--- config.mk ---
export PLATFORM = sky130hd
export DESIGN_NAME = lidet_scan_engine
export DESIGN_NICKNAME = d
export VERILOG_FILES = /design/src/hdl/lidet_pkg.sv /design/src/hdl/lidet_scan_engine.sv
export SDC_FILE = /design/constraint.sdc
export NUM_CORES = 1
export LEC_CHECK = 0
export BUFFER_PORTS_ARGS = -buffer_cell sky130_fd_sc_hd__buf_4
export CAP_MARGIN = 0
export CORE_ASPECT_RATIO = 2
export CORE_MARGIN = 5
export CORE_UTILIZATION = 47
export CTS_CLUSTER_SIZE = 40
export DETAILED_ROUTE_END_ITERATION = 10
export PLACE_DENSITY_LB_ADDON = 0.1
export SLEW_MARGIN = 20
export SYNTH_ARGS = -nofsm -noshare
export SYNTH_HDL_FRONTEND = slang
export SYNTH_SLANG_ARGS = --single-unit
--- constraint.sdc ---
create_clock -name clock -period 21 [get_ports clock]
set_input_delay 5.25 -clock clock [delete_from_list [all_inputs] [get_ports clock]]
set_output_delay 5.25 -clock clock [all_outputs]
set_load 0.1 [all_outputs]
--- src/hdl/lidet_pkg.sv ---
// ----------------------------------------------------------------------------
// lidet_pkg
// Shared types, constants and register map of the lidar echo threshold
// detector.
// ----------------------------------------------------------------------------
package lidet_pkg;

   // Defaults of the top-level parameters.
   localparam int FRAME_LEN_DEF   = 1024;
   localparam int MAX_DET_DEF     = 8;
   localparam int SAMPLE_BITS_DEF = 16;

   // Fixed field and register widths.
   localparam int DIST_BITS = 27;
   localparam int MC_BITS   = 16;
   localparam int FRAC_BITS = 9;
   localparam int STEP_BITS = 16;
   localparam int OFS_BITS  = 20;

   // Register port.
   localparam int CSR_ADDR_W = 4;
   localparam int CSR_DATA_W = 32;

   localparam logic [1:0] REG_MIN_CONTRAST    = 2'd0;
   localparam logic [1:0] REG_THRESH_FRACTION = 2'd1;
   localparam logic [1:0] REG_DISTANCE_STEP   = 2'd2;
   localparam logic [1:0] REG_DISTANCE_OFFSET = 2'd3;

   // Register reset values.
   localparam logic [MC_BITS-1:0]   MIN_CONTRAST_RST    = 16'd200;
   localparam logic [FRAC_BITS-1:0] THRESH_FRACTION_RST = 9'd128;
   localparam logic [STEP_BITS-1:0] DISTANCE_STEP_RST   = 16'd1;
   localparam logic [OFS_BITS-1:0]  DISTANCE_OFFSET_RST = 20'd0;

   // Sequencer states of the scan engine.
   typedef enum logic [3:0] {
      ST_LOAD,
      ST_MINMUL,
      ST_DEPTH,
      ST_FRAC,
      ST_LIMIT,
      ST_READ,
      ST_MUL,
      ST_CMP,
      ST_PAD
   } lidet_state_type;

   // Control of the frame statistics unit.
   typedef struct packed {
      logic push;
      logic clear;
   } stats_ctl_type;

endpackage

--- src/hdl/lidet_scan_engine.sv ---
// ----------------------------------------------------------------------------
// lidet_scan_engine
// End-of-frame arithmetic, frame scan sequencer and result register.
// ----------------------------------------------------------------------------
module lidet_scan_engine
   import lidet_pkg::*;
#(
   parameter int FRAME_LEN   = FRAME_LEN_DEF,
   parameter int MAX_DET     = MAX_DET_DEF,
   parameter int SAMPLE_BITS = SAMPLE_BITS_DEF
) (
   input  logic                                             clock,
   input  logic                                             reset,
   input  logic [MC_BITS-1:0]                               cfg_min_contrast,
   input  logic [FRAC_BITS-1:0]                             cfg_fraction,
   input  logic [STEP_BITS-1:0]                             cfg_step,
   input  logic [OFS_BITS-1:0]                              cfg_offset,
   input  logic signed [SAMPLE_BITS+$clog2(FRAME_LEN)-1:0]  stats_sum,
   input  logic signed [SAMPLE_BITS-1:0]                    stats_min,
   input  logic                                             frame_full,
   output logic                                             load_ready,
   output logic                                             frame_clear,
   output logic [$clog2(FRAME_LEN)-1:0]                     mem_rd_addr,
   input  logic signed [SAMPLE_BITS-1:0]                    mem_rd_data,
   output logic                                             rsp_valid,
   input  logic                                             rsp_ready,
   output logic signed [DIST_BITS-1:0]                      rsp_distance,
   output logic signed [SAMPLE_BITS-1:0]                    rsp_intensity,
   output logic                                             rsp_found,
   output logic                                             rsp_last_of_run
);

   localparam int IDX_W  = $clog2(FRAME_LEN);
   localparam int SUM_W  = SAMPLE_BITS + IDX_W;
   localparam int DEP_W  = SUM_W;
   localparam int MC_W   = MC_BITS + IDX_W;
   localparam int FD_W   = SUM_W + FRAC_BITS;
   localparam int LIM_W  = SUM_W + 11;
   localparam int PROD_W = IDX_W + STEP_BITS;
   localparam int DET_W  = $clog2(MAX_DET + 1);
   localparam logic signed [SUM_W-1:0] N_EXT = SUM_W'(FRAME_LEN);

   lidet_state_type state_ff, state_in;
   logic [IDX_W-1:0]  scan_idx_ff, scan_idx_in;
   logic [DET_W-1:0]  det_ff, det_in;

   logic signed [SUM_W-1:0]     minn_ff;
   logic [MC_W-1:0]             mcn_ff;
   logic [DEP_W-1:0]            depth_ff;
   logic                        pass_ff;
   logic [FD_W-1:0]             fd_ff;
   logic signed [LIM_W-1:0]     lim_ff;
   logic signed [SUM_W-1:0]     prod_ff;
   logic [DIST_BITS-1:0]        dist_ff;
   logic signed [SUM_W:0]       diff;
   logic [PROD_W-1:0]           idx_prod;

   logic rsp_valid_ff;
   logic signed [DIST_BITS-1:0]   rsp_distance_ff;
   logic signed [SAMPLE_BITS-1:0] rsp_intensity_ff;
   logic rsp_found_ff;
   logic rsp_last_ff;

   logic out_free;
   logic out_load;
   logic out_found;
   logic run_last;
   logic scan_last;
   logic hit;
   logic clear;

   assign out_free  = !rsp_valid_ff || rsp_ready;
   assign run_last  = (det_ff == DET_W'(MAX_DET - 1));
   assign scan_last = (scan_idx_ff == IDX_W'(FRAME_LEN - 1));
   assign hit       = ((LIM_W'(prod_ff) <<< 8) < lim_ff);

   // Arithmetic chain; the operands hold still from the last sample until the
   // run ends, so each stage settles in the state named after it.
   assign diff     = (SUM_W+1)'(stats_sum) - (SUM_W+1)'(minn_ff);
   assign idx_prod = PROD_W'(scan_idx_ff) * PROD_W'(cfg_step);

   always_ff @(posedge clock) begin
      minn_ff  <= SUM_W'(stats_min) * N_EXT;
      mcn_ff   <= MC_W'(cfg_min_contrast) * MC_W'(FRAME_LEN);
      depth_ff <= diff[SUM_W] ? DEP_W'(-diff) : DEP_W'(diff);
      pass_ff  <= (depth_ff > mcn_ff);
      fd_ff    <= FD_W'(cfg_fraction) * FD_W'(depth_ff);
      lim_ff   <= (LIM_W'(stats_sum) <<< 8) - $signed(LIM_W'(fd_ff));
      prod_ff  <= SUM_W'(mem_rd_data) * N_EXT;
      dist_ff  <= DIST_BITS'(idx_prod) - DIST_BITS'(cfg_offset);
   end

   always_comb begin
      state_in    = state_ff;
      scan_idx_in = scan_idx_ff;
      det_in      = det_ff;
      out_load    = 1'b0;
      out_found   = 1'b0;
      clear       = 1'b0;
      unique case (state_ff)
         ST_LOAD: begin
            det_in      = '0;
            scan_idx_in = '0;
            if (frame_full) begin
               state_in = ST_MINMUL;
            end
         end
         ST_MINMUL: state_in = ST_DEPTH;
         ST_DEPTH:  state_in = ST_FRAC;
         ST_FRAC:   state_in = ST_LIMIT;
         ST_LIMIT:  state_in = pass_ff ? ST_READ : ST_PAD;
         ST_READ:   state_in = ST_MUL;
         ST_MUL:    state_in = ST_CMP;
         ST_CMP: begin
            if (hit) begin
               if (out_free) begin
                  out_load  = 1'b1;
                  out_found = 1'b1;
                  det_in    = det_ff + 1'b1;
                  if (run_last) begin
                     clear    = 1'b1;
                     state_in = ST_LOAD;
                  end else if (scan_last) begin
                     state_in = ST_PAD;
                  end else begin
                     scan_idx_in = scan_idx_ff + 1'b1;
                     state_in    = ST_READ;
                  end
               end
            end else if (scan_last) begin
               state_in = ST_PAD;
            end else begin
               scan_idx_in = scan_idx_ff + 1'b1;
               state_in    = ST_READ;
            end
         end
         ST_PAD: begin
            if (out_free) begin
               out_load = 1'b1;
               det_in   = det_ff + 1'b1;
               if (run_last) begin
                  clear    = 1'b1;
                  state_in = ST_LOAD;
               end
            end
         end
         default: state_in = ST_LOAD;
      endcase
   end

   always_ff @(posedge clock) begin
      if (reset) begin
         state_ff    <= ST_LOAD;
         scan_idx_ff <= '0;
         det_ff      <= '0;
      end else begin
         state_ff    <= state_in;
         scan_idx_ff <= scan_idx_in;
         det_ff      <= det_in;
      end
   end

   always_ff @(posedge clock) begin
      if (reset) begin
         rsp_valid_ff <= 1'b0;
      end else if (out_load) begin
         rsp_valid_ff <= 1'b1;
      end else if (rsp_ready) begin
         rsp_valid_ff <= 1'b0;
      end
   end

   always_ff @(posedge clock) begin
      if (out_load) begin
         rsp_distance_ff  <= out_found ? $signed(dist_ff) : '0;
         rsp_intensity_ff <= out_found ? mem_rd_data : '0;
         rsp_found_ff     <= out_found;
         rsp_last_ff      <= run_last;
      end
   end

   assign load_ready      = (state_ff == ST_LOAD);
   assign frame_clear     = clear;
   assign mem_rd_addr     = scan_idx_ff;
   assign rsp_valid       = rsp_valid_ff;
   assign rsp_distance    = rsp_distance_ff;
   assign rsp_intensity   = rsp_intensity_ff;
   assign rsp_found       = rsp_found_ff;
   assign rsp_last_of_run = rsp_last_ff;

endmodule

==> run_results.csv <==
group,metric,value,unit
grt,grt_use_met1,0.224,
clock_tree,numClockSinks,238,
grt,grtUsageMet3,0.0262,
detailed_routing,drc_errors,0,
yosys,ys_warn_count,0,
worst_setup_path,crit_required,15750,ps
outcome,status,"finished clean",
yosys,async_flop_share,0,
yosys,yosys.area.top_type,"fa_1",
yosys,synthTopCellsByCount,"inv_1, fa_1, nand2_1",
detailed_routing,drt-total-wl,58.5,mm
finish,stdcell_count,3275,
clock_tree,clk_pin_slew,60,ps
worst_setup_path,crit_fanout,8,
yosys,syn_area,22900,sq um
sta,fin_crit_sh,0.539,
die,start_util,0.474,
sta,fmax,88.3,MHz
clock_tree,cts_resized,0,
grt,antenna_found_initial,7,
grt,grt.busiest_layer,"met2",
worst_setup_path,cp-end-kind,"output pin",
yosys,synthCells,2485,
die,chipHeight,322,um
sta,maxSlewViolCount,0,
die,ioPinCount,181,
detailed_routing,vias,17200,
yosys,synth_edf_count,45,
place,hpwl,48.8,mm
grt,grtUsageMet2,0.440,
finish,layout.nets,3244,
die,core,48400,sq um
sta,slew_headroom,0.303,
finish,area_delta_synth_final,11.9,%
grt,grt_pass1_wl,95.0,mm
grt,grt_util_all_layers,0.219,
yosys,synthTopCellsByArea,"fa_1, dfxtp_1, ha_1, inv_1, and2_1",
worst_setup_path,critPathLaunchType,"input pin",
sta,finalHoldViolCount,0,
clock_tree,cts-root-buf,"clkbuf_16",
pwr,switchingPower,1.98,mW
worst_setup_path,worstPathArrival,6070,ps
yosys,synth_top_area_frac,0.262,
clock_tree,cts_buffers,25,
grt,grt_max_degree,49,
finish,utilization,0.531,
detailed_routing,drt-pass1-iter-count,5,
grt,first_global_vias,18700,
detailed_routing,vias_per_cell,5.24,
place,port_buffers,180,
pwr,p_leak,12.5,nW
yosys,ys_types,84,
detailed_routing,ant_nets,0,
yosys,yosysSeqAreaShare,0.227,
grt,grt-ovfl-total,0,
worst_setup_path,path_common_cell,"buf_4",
clock_tree,clock_path_buffers,3,
pwr,pwr_density_cell,164,nW/um^2
finish,fill_cells,4509,
clock_tree,htree_levels,1,
pwr,switching_share,0.471,
yosys,ys_ff_latch,238,
sta,min_period,11320,ps
yosys,synth_flop_cell,"dfxtp_1",
clock_tree,insertion_delay,560,ps
detailed_routing,drtIter0Drc,581,
pwr,p_seq_frac,0.164,
die,rows,114,
clock_tree,post_cts_buffers,0,
clock_tree,hold_buffers,0,
hold_path,hold_class,"flop to flop",
pwr,p_int,2.22,mW
clock_tree,cts_tree,"built",
sta,setup_viol,0,
worst_setup_path,worstPathCellList,"buf_4 > nand2b_1 > and3_1 > buf_4",
sta,worst_pin_slew,1030,ps
worst_setup_path,cpMaxStageDelayCell,"buf_4",
worst_setup_path,critical_path_class,"input pin to output pin",
die,die_w,166,um
worst_setup_path,critPathMaxStageDelay,290,ps
detailed_routing,routedWlPerCell,17.9,um
sta,grt_setup_unrepaired,"no",
place,placed_cells,3224,
sta,clock_skew,24.3,ps
finish,drive_above_1_share,0.0984,
pwr,combPwrFrac,0.727,
flow_run,maxCapViolCount,0,
yosys,yosysMostFrequentCell,"inv_1",
die,dieArea,53600,sq um
place,routabilityCongestion,0.921,
pwr,ir_worst_vdd,0.125,mV
yosys,synth_fp_nets,3116,
sta,setup_tns,0,ps
sta,fin_hold_ws,454,ps
yosys,avgSynthCellArea,9.23,sq um
pwr,clkPwrFrac,0.109,
[critical path: cells and delay by family]
family	cells	cell delay (ps)
buf+inv	2	370
simple gates	2	440
[sequential cells by signal, indices dropped and copies added (netlist names)]
| signal | flops |
|---|---|
| rsp_found | 1 |
| state_ff | 4 |
| rsp_last_of_run | 1 |
| dist_ff | 27 |
| lim_ff | 37 |
| rsp_intensity | 16 |
| det_ff | 4 |
| fd_ff | 35 |
| rsp_distance | 27 |
| minn_ff | 16 |
| rsp_valid | 1 |
| depth_ff | 26 |
| mcn_ff | 16 |
| mem_rd_addr | 10 |
| prod_ff | 16 |
| pass_ff | 1 |
[power by group through the flow]
stage / Combinational (mW) / Sequential, mW / Clock, mW
floorplan: 2.42 / 0.653 / 0
detailed placement: 3.06 / 0.698 / 0
finish: 3.06 / 0.688 / 0.460
CTS: 3.08 / 0.689 / 0.478
global placement: 3.00 / 0.697 / 0
global route: 3.46 / 0.700 / 0.495
[area by class of cell]
class / count / area, sq um / area share
tap: 638 / 798 / 0.0311
multi-input combinational: 1686 / 15600 / 0.608
sequential: 238 / 5220 / 0.203
clock buffer: 28 / 647 / 0.0252
antenna: 5 / 12.5 / 0.000487
inverter: 476 / 1790 / 0.0696
timing repair buffer: 186 / 1400 / 0.0544
clock inverter: 18 / 195 / 0.00760
[metal layers]
layer  part of all wire  vias up
met4              0.046        4
met2               0.56      358
met1               0.35     8570
li1                   -     8093
met3              0.036      130
met5            0.00039        -
[layout by cell type (no fill, tap or decap), types with 22 or more instances in the layout]
cell type  count
fa_1         300
ha_1         208
a21oi_1       92
edfxtp_1      45
nor2_1        92
xor2_1        37
xnor2_1       75
o21ai_0       63
buf_4        186
o21a_1        35
inv_1        476
clkbuf_16     25
a21o_1        37
nor3_1        22
dfxtp_1      193
nand2_1      250
and2_1       239
[through the flow]
step | power [mW] | instance area, sq um | setup WS, ps
4_1_cts | 4.25 | 25700 | 9670
3_5_place_dp | 3.76 | 24800 | 9670
6_report | 4.20 | 25700 | 9680
2_1_floorplan | 3.07 | 22900 | 9380
5_1_grt | 4.66 | 25700 | 9600
3_3_place_gp | 3.69 | 24800 | 9670
[cells by family after synthesis]
family                   Yosys count  synth area share
AO/OA/AOI/OAI                    332            0.0976
flip-flops                       238             0.227
AND/OR/NAND/NOR                  732             0.164
adder cells (fa/ha/maj)          508             0.375
multiplexers                       2          0.000927
XOR/XNOR                         112            0.0428
buffers and inverters            561            0.0923
[worst paths after layout]
kind / start / endpoint / slack [ps] / cells past startpoint
setup reg to reg: mem_rd_addr[4] / dist_ff[26] / 14400 / 19
hold reg to reg: fd_ff[0] / lim_ff[0] / 450 / 0
hold / removal: fd_ff[0] / lim_ff[0] / 450 / 0
setup / recovery: rsp_ready / frame_clear / 9680 / 4
Note: power is estimated with default switching activity, not from simulation.
