<file path="config.mk">
export PLATFORM = sky130hd
export DESIGN_NAME = lidet_frame_stats
export DESIGN_NICKNAME = d
export VERILOG_FILES = /design/src/hdl/lidet_pkg.sv /design/src/hdl/lidet_frame_stats.sv
export SDC_FILE = /design/constraint.sdc
export NUM_CORES = 1
export LEC_CHECK = 0
export ABC_AREA = 1
export BUFFER_PORTS_ARGS = -buffer_cell sky130_fd_sc_hd__buf_2
export CAP_MARGIN = 20
export CORE_MARGIN = 2
export CORE_UTILIZATION = 44
export CTS_BUF_LIST = sky130_fd_sc_hd__clkbuf_8 sky130_fd_sc_hd__clkbuf_16
export DETAILED_ROUTE_END_ITERATION = 8
export PLACE_DENSITY = 0.66
export SKIP_CTS_REPAIR_TIMING = 1
export SYNTH_ARGS = -nofsm -noshare
export SYNTH_HDL_FRONTEND = slang
export SYNTH_SLANG_ARGS = --single-unit
</file>
<file path="constraint.sdc">
create_clock -name clock -period 2.5 [get_ports clock]
set_clock_uncertainty 0.2 [all_clocks]
set_input_delay 0.125 -clock clock [delete_from_list [all_inputs] [get_ports clock]]
set_output_delay 0.125 -clock clock [all_outputs]
set_load 0.01 [all_outputs]
</file>
<file path="src/hdl/lidet_pkg.sv">
// ----------------------------------------------------------------------------
// lidet_pkg
// Shared types, constants and register map of the lidar echo threshold
// detector.
// ----------------------------------------------------------------------------
package lidet_pkg;

   // Defaults of the top-level parameters.
   localparam int FRAME_LEN_DEF   = 1024;
   localparam int MAX_DET_DEF     = 8;
   localparam int SAMPLE_BITS_DEF = 16;

   // Fixed field and register widths.
   localparam int DIST_BITS = 27;
   localparam int MC_BITS   = 16;
   localparam int FRAC_BITS = 9;
   localparam int STEP_BITS = 16;
   localparam int OFS_BITS  = 20;

   // Register port.
   localparam int CSR_ADDR_W = 4;
   localparam int CSR_DATA_W = 32;

   localparam logic [1:0] REG_MIN_CONTRAST    = 2'd0;
   localparam logic [1:0] REG_THRESH_FRACTION = 2'd1;
   localparam logic [1:0] REG_DISTANCE_STEP   = 2'd2;
   localparam logic [1:0] REG_DISTANCE_OFFSET = 2'd3;

   // Register reset values.
   localparam logic [MC_BITS-1:0]   MIN_CONTRAST_RST    = 16'd200;
   localparam logic [FRAC_BITS-1:0] THRESH_FRACTION_RST = 9'd128;
   localparam logic [STEP_BITS-1:0] DISTANCE_STEP_RST   = 16'd1;
   localparam logic [OFS_BITS-1:0]  DISTANCE_OFFSET_RST = 20'd0;

   // Sequencer states of the scan engine.
   typedef enum logic [3:0] {
      ST_LOAD,
      ST_MINMUL,
      ST_DEPTH,
      ST_FRAC,
      ST_LIMIT,
      ST_READ,
      ST_MUL,
      ST_CMP,
      ST_PAD
   } lidet_state_type;

   // Control of the frame statistics unit.
   typedef struct packed {
      logic push;
      logic clear;
   } stats_ctl_type;

endpackage

</file>
<file path="src/hdl/lidet_frame_stats.sv">
// ----------------------------------------------------------------------------
// lidet_frame_stats
// Running sum, running minimum and write index of the frame being loaded.
// ----------------------------------------------------------------------------
module lidet_frame_stats
   import lidet_pkg::*;
#(
   parameter int FRAME_LEN   = FRAME_LEN_DEF,
   parameter int SAMPLE_BITS = SAMPLE_BITS_DEF
) (
   input  logic                                             clock,
   input  logic                                             reset,
   input  stats_ctl_type                                    ctl,
   input  logic signed [SAMPLE_BITS-1:0]                    sample,
   output logic signed [SAMPLE_BITS+$clog2(FRAME_LEN)-1:0]  sum,
   output logic signed [SAMPLE_BITS-1:0]                    min,
   output logic [$clog2(FRAME_LEN)-1:0]                     index,
   output logic                                             last
);

   localparam int IDX_W = $clog2(FRAME_LEN);
   localparam int SUM_W = SAMPLE_BITS + IDX_W;
   localparam logic signed [SAMPLE_BITS-1:0] MIN_RST = {1'b0, {(SAMPLE_BITS-1){1'b1}}};

   logic signed [SUM_W-1:0]       sum_ff, sum_in;
   logic signed [SAMPLE_BITS-1:0] min_ff, min_in;
   logic [IDX_W-1:0]              idx_ff, idx_in;
   logic                          last_idx;

   assign last_idx = (idx_ff == IDX_W'(FRAME_LEN - 1));

   always_comb begin
      sum_in = sum_ff;
      min_in = min_ff;
      idx_in = idx_ff;
      if (ctl.clear) begin
         sum_in = '0;
         min_in = MIN_RST;
         idx_in = '0;
      end else if (ctl.push) begin
         sum_in = sum_ff + SUM_W'(sample);
         min_in = (sample < min_ff) ? sample : min_ff;
         idx_in = last_idx ? '0 : idx_ff + 1'b1;
      end
   end

   always_ff @(posedge clock) begin
      if (reset) begin
         sum_ff <= '0;
         min_ff <= MIN_RST;
         idx_ff <= '0;
      end else begin
         sum_ff <= sum_in;
         min_ff <= min_in;
         idx_ff <= idx_in;
      end
   end

   assign sum   = sum_ff;
   assign min   = min_ff;
   assign index = idx_ff;
   assign last  = last_idx;

endmodule

</file>
==> flow_metrics.env, run 1 <==
export IMPL_power_density_nw_per_um2=430
export IMPL_power_w=0.00199
export IMPL_yosysTopAreaCellShare=0.267
export IMPL_status="finished clean"
export IMPL_cts_root_buf="clkbuf_8"
export IMPL_die_area_sq_um=9640
export IMPL_fin_crit_ps=2300
export IMPL_grt_total_usage=0.217
export IMPL_first_pass_iters=5
export IMPL_final_util=0.534
export IMPL_final_fill_count=897
export IMPL_nNetsFinal=758
export IMPL_h_tree_depth=2
export IMPL_fin_crit_sh=0.920
export IMPL_route_detailed_drc=0
export IMPL_core_sq_um=8680
export IMPL_critPathLaunchType="input port"
export IMPL_core_rowCount=34
export IMPL_seq_area_frac_synth=0.267
export IMPL_crit_buf_inv=3
export IMPL_synth_fp_nets=670
export IMPL_cp_common_cell="a21oi_1"
export IMPL_syn_to_final_growth_pct=18.8
export IMPL_relSlewSlack=0.642
export IMPL_place_congestion=0.969
export IMPL_antenna_found_initial=0
export IMPL_layout_commonest_cell="nand2_1"
export IMPL_drt_total_wl_um=10700
export IMPL_most_common_layout_cells="nand2_1 (132), nor2_1 (93), inv_1 (85)"
export IMPL_fmax_ghz=0.435
export IMPL_tightest_slew_ps=537
export IMPL_setup_viol=0
export IMPL_post_dp_hpwl_um=8400
export IMPL_grt_use_met3=0.0258
export IMPL_grt_overflow_total=0
export IMPL_fin_tns_setup_ps=0
export IMPL_drive_above_1_share=0.136
export IMPL_yosysUniqueCellTypes=36
export IMPL_yosysWarnings=0
export IMPL_grt_pass1_vias=3883
export IMPL_ys_ff_latch=52
export IMPL_crit_type="input port to flop"
export IMPL_drtIter0Drc=182
export IMPL_grt_busiest_layer="met2"
export IMPL_antenna_cells=0
export IMPL_drv_cap=0
export IMPL_ios=73
export IMPL_wire_per_inst_um=13.2
export IMPL_rsz0062_at_grt="false"
export IMPL_port_buffers=72
export IMPL_worstPathRequired_ps=2530
export IMPL_slew_viol_final=0
export IMPL_cts_buffer_depth=2
export IMPL_die_w_um=98.2
export IMPL_crit_path_max_incr_delay_ps=530
export IMPL_grt_pass1_wl_um=17700
export IMPL_drtAntennaViolNets=0
export IMPL_clk_latency_ps=320
export IMPL_arrival_ps=2330
export IMPL_cts_tree="yes"
export IMPL_clkSinkCount=52
export IMPL_seqCellArea_sq_um=1040
export IMPL_via_count=4179
export IMPL_start_util=0.450
export IMPL_cp_max_fo=5
export IMPL_finalHoldViolCount=0
export IMPL_cts_buffers=5
export IMPL_grt_max_degree=26
export IMPL_use_met1=0.282
export IMPL_end_kind="flop"
export IMPL_vdd_drop_max_v=0.000223
export IMPL_grtUsageMet2=0.380
export IMPL_synth_area_leader_cell="dfxtp_1"
export IMPL_hold_path_class="input port to flop"
export IMPL_worst_path_max_delay_cell="dlygate4sd3_1"
export IMPL_die_height_um=98.2
export IMPL_path_clk_slew_ps=110
export IMPL_synthesis_instances=608
export IMPL_p_leak_nw=2.61
export IMPL_multi_input_area_sq_um=2460
export IMPL_synthTopCellsByArea="dfxtp_1 (27%), ha_1 (13%), nand2_1 (13%)"
export IMPL_avgViaCountPerCell=5.19
export IMPL_path_cells="dlygate4sd3_1, buf_2, ha_1, a21oi_1, o21ai_0, a21oi_1, nand3_1, a21oi_1, o21ai_0, nand2_1, inv_1"
export IMPL_cp_top_family="compound AO/OA/AOI/OAI gates"
export IMPL_syn_area_sq_um=3900
export IMPL_syn_area_per_cell_sq_um=6.42
path summary, 6_finish.rpt:
check,startpoint,end,slack (ps),depth (start not counted)
max reg2reg,sum[0]$_SDFFE_PP0P_,sum[18]$_SDFFE_PP0P_,240,13
min reg2reg,min[5]$_SDFFE_PP1P_,min[5]$_SDFFE_PP1P_,290,2
min,reset,min[0]$_SDFFE_PP1P_,60,4
max,sample[14],sum[19]$_SDFFE_PP0P_,200,11
stage by stage:
| step | instance area (sq um) | hold slack [ps] | setup WS [ps] | cells |
|---|---|---|---|---|
| 3_3_place_gp | 4380 | 239 | 273 | 781 |
| 6_report | 4640 | 55.7 | 200 | 805 |
| 5_1_grt | 4640 | 74.1 | 13.0 | 805 |
| 3_5_place_dp | 4380 | 243 | 204 | 781 |
| 2_1_floorplan | 3900 | 102 | 358 | 608 |
| 4_1_cts | 4480 | -92.4 | 175 | 789 |
sequential cells by signal, summed over array words and instances, names as in the netlist:
| signal | flops |
|---|---|
| index | 10 |
| min | 16 |
| sum | 26 |
Yosys cell counts:
library cell and instances:
nand3b_1 1, o21a_1 2, a31oi_1 2, nand3_2 1, fa_1 1, clkbuf_1 9, o21ai_2 1, a21oi_1 44
xnor2_1 6, nand2_1 132, o221ai_1 1, clkinv_1 1, a21o_1 1, buf_4 1, nor2_1 93, buf_2 3
dfxtp_1 52, nor4_1 4, a211oi_1 1, inv_1 85, nand2_2 1, o211ai_1 1, o21ai_1 1, xor2_1 7
nand3_1 42, buf_6 1, nor3_2 1, nand3_4 1, ha_1 41, nor3b_1 1, nor3_1 12, o21bai_1 3
nand4_1 24, clkbuf_4 1, nor2_2 1, o21ai_0 29
logic make-up after synthesis:
kind of cell	share of synthesized area
adders and majority gates	0.137
buffers and inverters	0.102
AOI/OAI and AO/OA	0.118
xor gates and xnor gates	0.0292
DFF	0.267
and+or+nand+nor	0.347
layout make-up:
class	count	area share
multi-input cells	455	0.531
flip-flops and latches	52	0.225
clock buffers	5	0.0148
inverters	86	0.0696
clock inverters	3	0.00594
repair buffers	96	0.125
well taps	108	0.0291
layer usage:
metal | vias up | routed length (um)
met5 | - | 0
met4 | 0 | 146
met3 | 14 | 375
met2 | 86 | 5080
met1 | 1907 | 5050
li1 | 2172 | -
where the power goes:
| part | switching, W | total (W) | leakage [nW] | internal [W] |
|---|---|---|---|---|
| clock network | 0.000325 | 0.000532 | 0.0463 | 0.000207 |
| registers | 0.0000290 | 0.000892 | 0.425 | 0.000863 |
| logic | 0.000354 | 0.000568 | 2.14 | 0.000214 |
worst register-to-register path: stages (launching register included):
cell and delay (ps):
dfxtp_1 370, ha_1 170, inv_1 50, fa_1 410
o21ai_2 200, nand2_1 70, nand2_1 130, nand3_1 110
nand2_1 140, nand2_1 90, nand3_1 70, nand3_1 80
nand2_1 70, inv_1 30
Power figures use the tool's default switching activity.
==> run 2: changes to the inputs <==
--- a/config.mk
+++ b/config.mk
@@ -8,11 +8,12 @@
 export ABC_AREA = 1
 export BUFFER_PORTS_ARGS = -buffer_cell sky130_fd_sc_hd__buf_2
 export CAP_MARGIN = 20
+export CORE_ASPECT_RATIO = 0.5
 export CORE_MARGIN = 2
 export CORE_UTILIZATION = 44
 export CTS_BUF_LIST = sky130_fd_sc_hd__clkbuf_8 sky130_fd_sc_hd__clkbuf_16
 export DETAILED_ROUTE_END_ITERATION = 8
-export PLACE_DENSITY = 0.66
+export PLACE_DENSITY = 0.75
 export SKIP_CTS_REPAIR_TIMING = 1
 export SYNTH_ARGS = -nofsm -noshare
 export SYNTH_HDL_FRONTEND = slang
==> flow_metrics.env, run 2 (synthesis results as in run 1) <==
export IMPL_status="finished clean"
export IMPL_crit_type="input port to flop"
export IMPL_largest_reg_flops=26
export IMPL_final_fill_count=875
export IMPL_worst_path_max_delay_cell="dlygate4sd3_1"
export IMPL_clk_latency_ps=300
export IMPL_antenna_found_initial=0
export IMPL_h_tree_depth=2
export IMPL_grt_overflow_total=0
export IMPL_finalHoldViolCount=0
export IMPL_drtIter0Drc=293
export IMPL_worstPathRequired_ps=2500
export IMPL_wire_per_inst_um=12.8
export IMPL_cp_top_family="buffers and inverters"
export IMPL_core_rowCount=24
export IMPL_fin_crit_ps=2330
export IMPL_slew_viol_final=0
export IMPL_grt_max_degree=61
export IMPL_antenna_cells=0
export IMPL_post_dp_hpwl_um=7810
export IMPL_die_area_sq_um=9680
export IMPL_setup_viol=0
export IMPL_drv_cap=0
export IMPL_drive_above_1_share=0.134
export IMPL_p_comb_frac=0.261
export IMPL_crit_path_max_incr_delay_ps=520
export IMPL_cts_buffers=5
export IMPL_drt_total_wl_um=10400
export IMPL_tightest_slew_ps=646
export IMPL_crit_buf_inv=4
export IMPL_hold_path_class="input port to flop"
export IMPL_place_congestion=0.908
export IMPL_drtAntennaViolNets=0
export IMPL_holdWs_ps=62.2
export IMPL_end_kind="flop"
export IMPL_core_sq_um=8650
export IMPL_grt_total_usage=0.215
export IMPL_start_util=0.451
export IMPL_path_clk_slew_ps=80
export IMPL_power_density_nw_per_um2=463
export IMPL_cts_buffer_depth=2
export IMPL_first_pass_iters=5
export IMPL_cp_common_cell="nand2_1"
export IMPL_grt_pass1_vias=3556
export IMPL_path_cells="dlygate4sd3_1, buf_2, inv_1, fa_1, o21ai_2, nand2_1, nand2_1, nand3_1, nand2_2, nand2_1, nand3_1, nand3_1, nand2_1, inv_1"
export IMPL_place_inst=787
export IMPL_fmax_ghz=0.428
export IMPL_most_common_layout_cells="nand2_1 (131), nor2_1 (93), inv_1 (85)"
export IMPL_final_cells=812
export IMPL_layout_commonest_cell="nand2_1"
export IMPL_cts_tree="yes"
export IMPL_power_switching_w=0.000721
export IMPL_relSlewSlack=0.569
export IMPL_arrival_ps=2330
export IMPL_seqPwrFrac=0.411
export IMPL_p_sw_frac=0.332
export IMPL_p_int_w=0.00145
export IMPL_avgViaCountPerCell=5.04
export IMPL_p_leak_nw=2.63
export IMPL_clkSinkCount=52
export IMPL_fin_crit_sh=0.934
export IMPL_critPathLaunchType="input port"
export IMPL_syn_to_final_growth_pct=20.1
export IMPL_route_detailed_drc=0
export IMPL_cts_root_buf="clkbuf_16"
export IMPL_grt_pass1_wl_um=16900
export IMPL_port_buffers=72
export IMPL_die_w_um=137
export IMPL_vdd_drop_max_v=0.000302
export IMPL_cp_max_fo=4
export IMPL_ios=73
export IMPL_via_count=4094
export IMPL_die_height_um=70.6
export IMPL_clockPowerShare=0.329
export IMPL_nNetsFinal=756
run 2: cell count changes in the layout (fill, tap and decap cells not counted):
cell,change
clkbuf_16,+5
clkinv_2,+1
inv_8,-1
buf_4,-3
nand2_2,+1
nand2_1,-1
inv_6,+1
dlygate4sd3_1,+1
clkbuf_8,-5
clkinv_4,-1
run 2: final timing paths:
path,start,to,slack (ps),cells past startpoint
worst max-delay path,sample[1],sum[22]$_SDFFE_PP0P_,170,14
worst min register to register,min[9]$_SDFFE_PP1P_,min[9]$_SDFFE_PP1P_,280,2
worst min-delay path,sample[0],sum[0]$_SDFFE_PP0P_,60,4
worst max register to register,sum[0]$_SDFFE_PP0P_,sum[22]$_SDFFE_PP0P_,190,13
run 2: routing by layer:
layer  GRT usage  up-vias  routed length (um)
met3      0.0416       13                 521
met4      0.0584        0                 126
met1       0.311     1820                5270
met2       0.329       92                4440
li1            -     2169                   -
met5           0        -                   0
run 2: metrics by stage:
stage | util | cell area, sq um | TNS [ps] | total power, W | setup WS, ps
detailed placement | 0.505 | 4370 | 0 | 0.00145 | 170
floorplan | - | 3900 | 0 | 0.00129 | 358
global placement | 0.505 | 4370 | 0 | 0.00144 | 258
CTS | 0.522 | 4520 | 0 | 0.00216 | 148
finish | 0.542 | 4690 | 0 | 0.00217 | 166
global route | 0.542 | 4690 | -3.40 | 0.00230 | -3.40
run 2: cell type report:
| type | instances | area (sq um) | area share |
|---|---|---|---|
| Tap cell | 117 | 146 | 0.0312 |
| Inverter | 86 | 323 | 0.0689 |
| Clock inverter | 3 | 21.3 | 0.00454 |
| Timing Repair Buffer | 94 | 566 | 0.121 |
| Clock buffer | 5 | 125 | 0.0267 |
| Multi-Input combinational cell | 455 | 2460 | 0.526 |
| Sequential cell | 52 | 1040 | 0.222 |
run 2: power groups by stage:
stage / registers (W) / logic (W) / clock network [W]
2_1_floorplan: 0.000923 / 0.000371 / 0
3_3_place_gp: 0.000910 / 0.000530 / 0
3_5_place_dp: 0.000910 / 0.000538 / 0
4_1_cts: 0.000891 / 0.000542 / 0.000729
5_1_grt: 0.000896 / 0.000643 / 0.000763
6_report: 0.000891 / 0.000566 / 0.000714
run 2: worst min-delay path, delay by kind of cell:
family | cells | cell delay [ps]
and+or+nand+nor | 1 | 50
AOI/OAI and AO/OA | 1 | 120
adders and majority gates | 1 | 130
buffers and inverters | 1 | 100
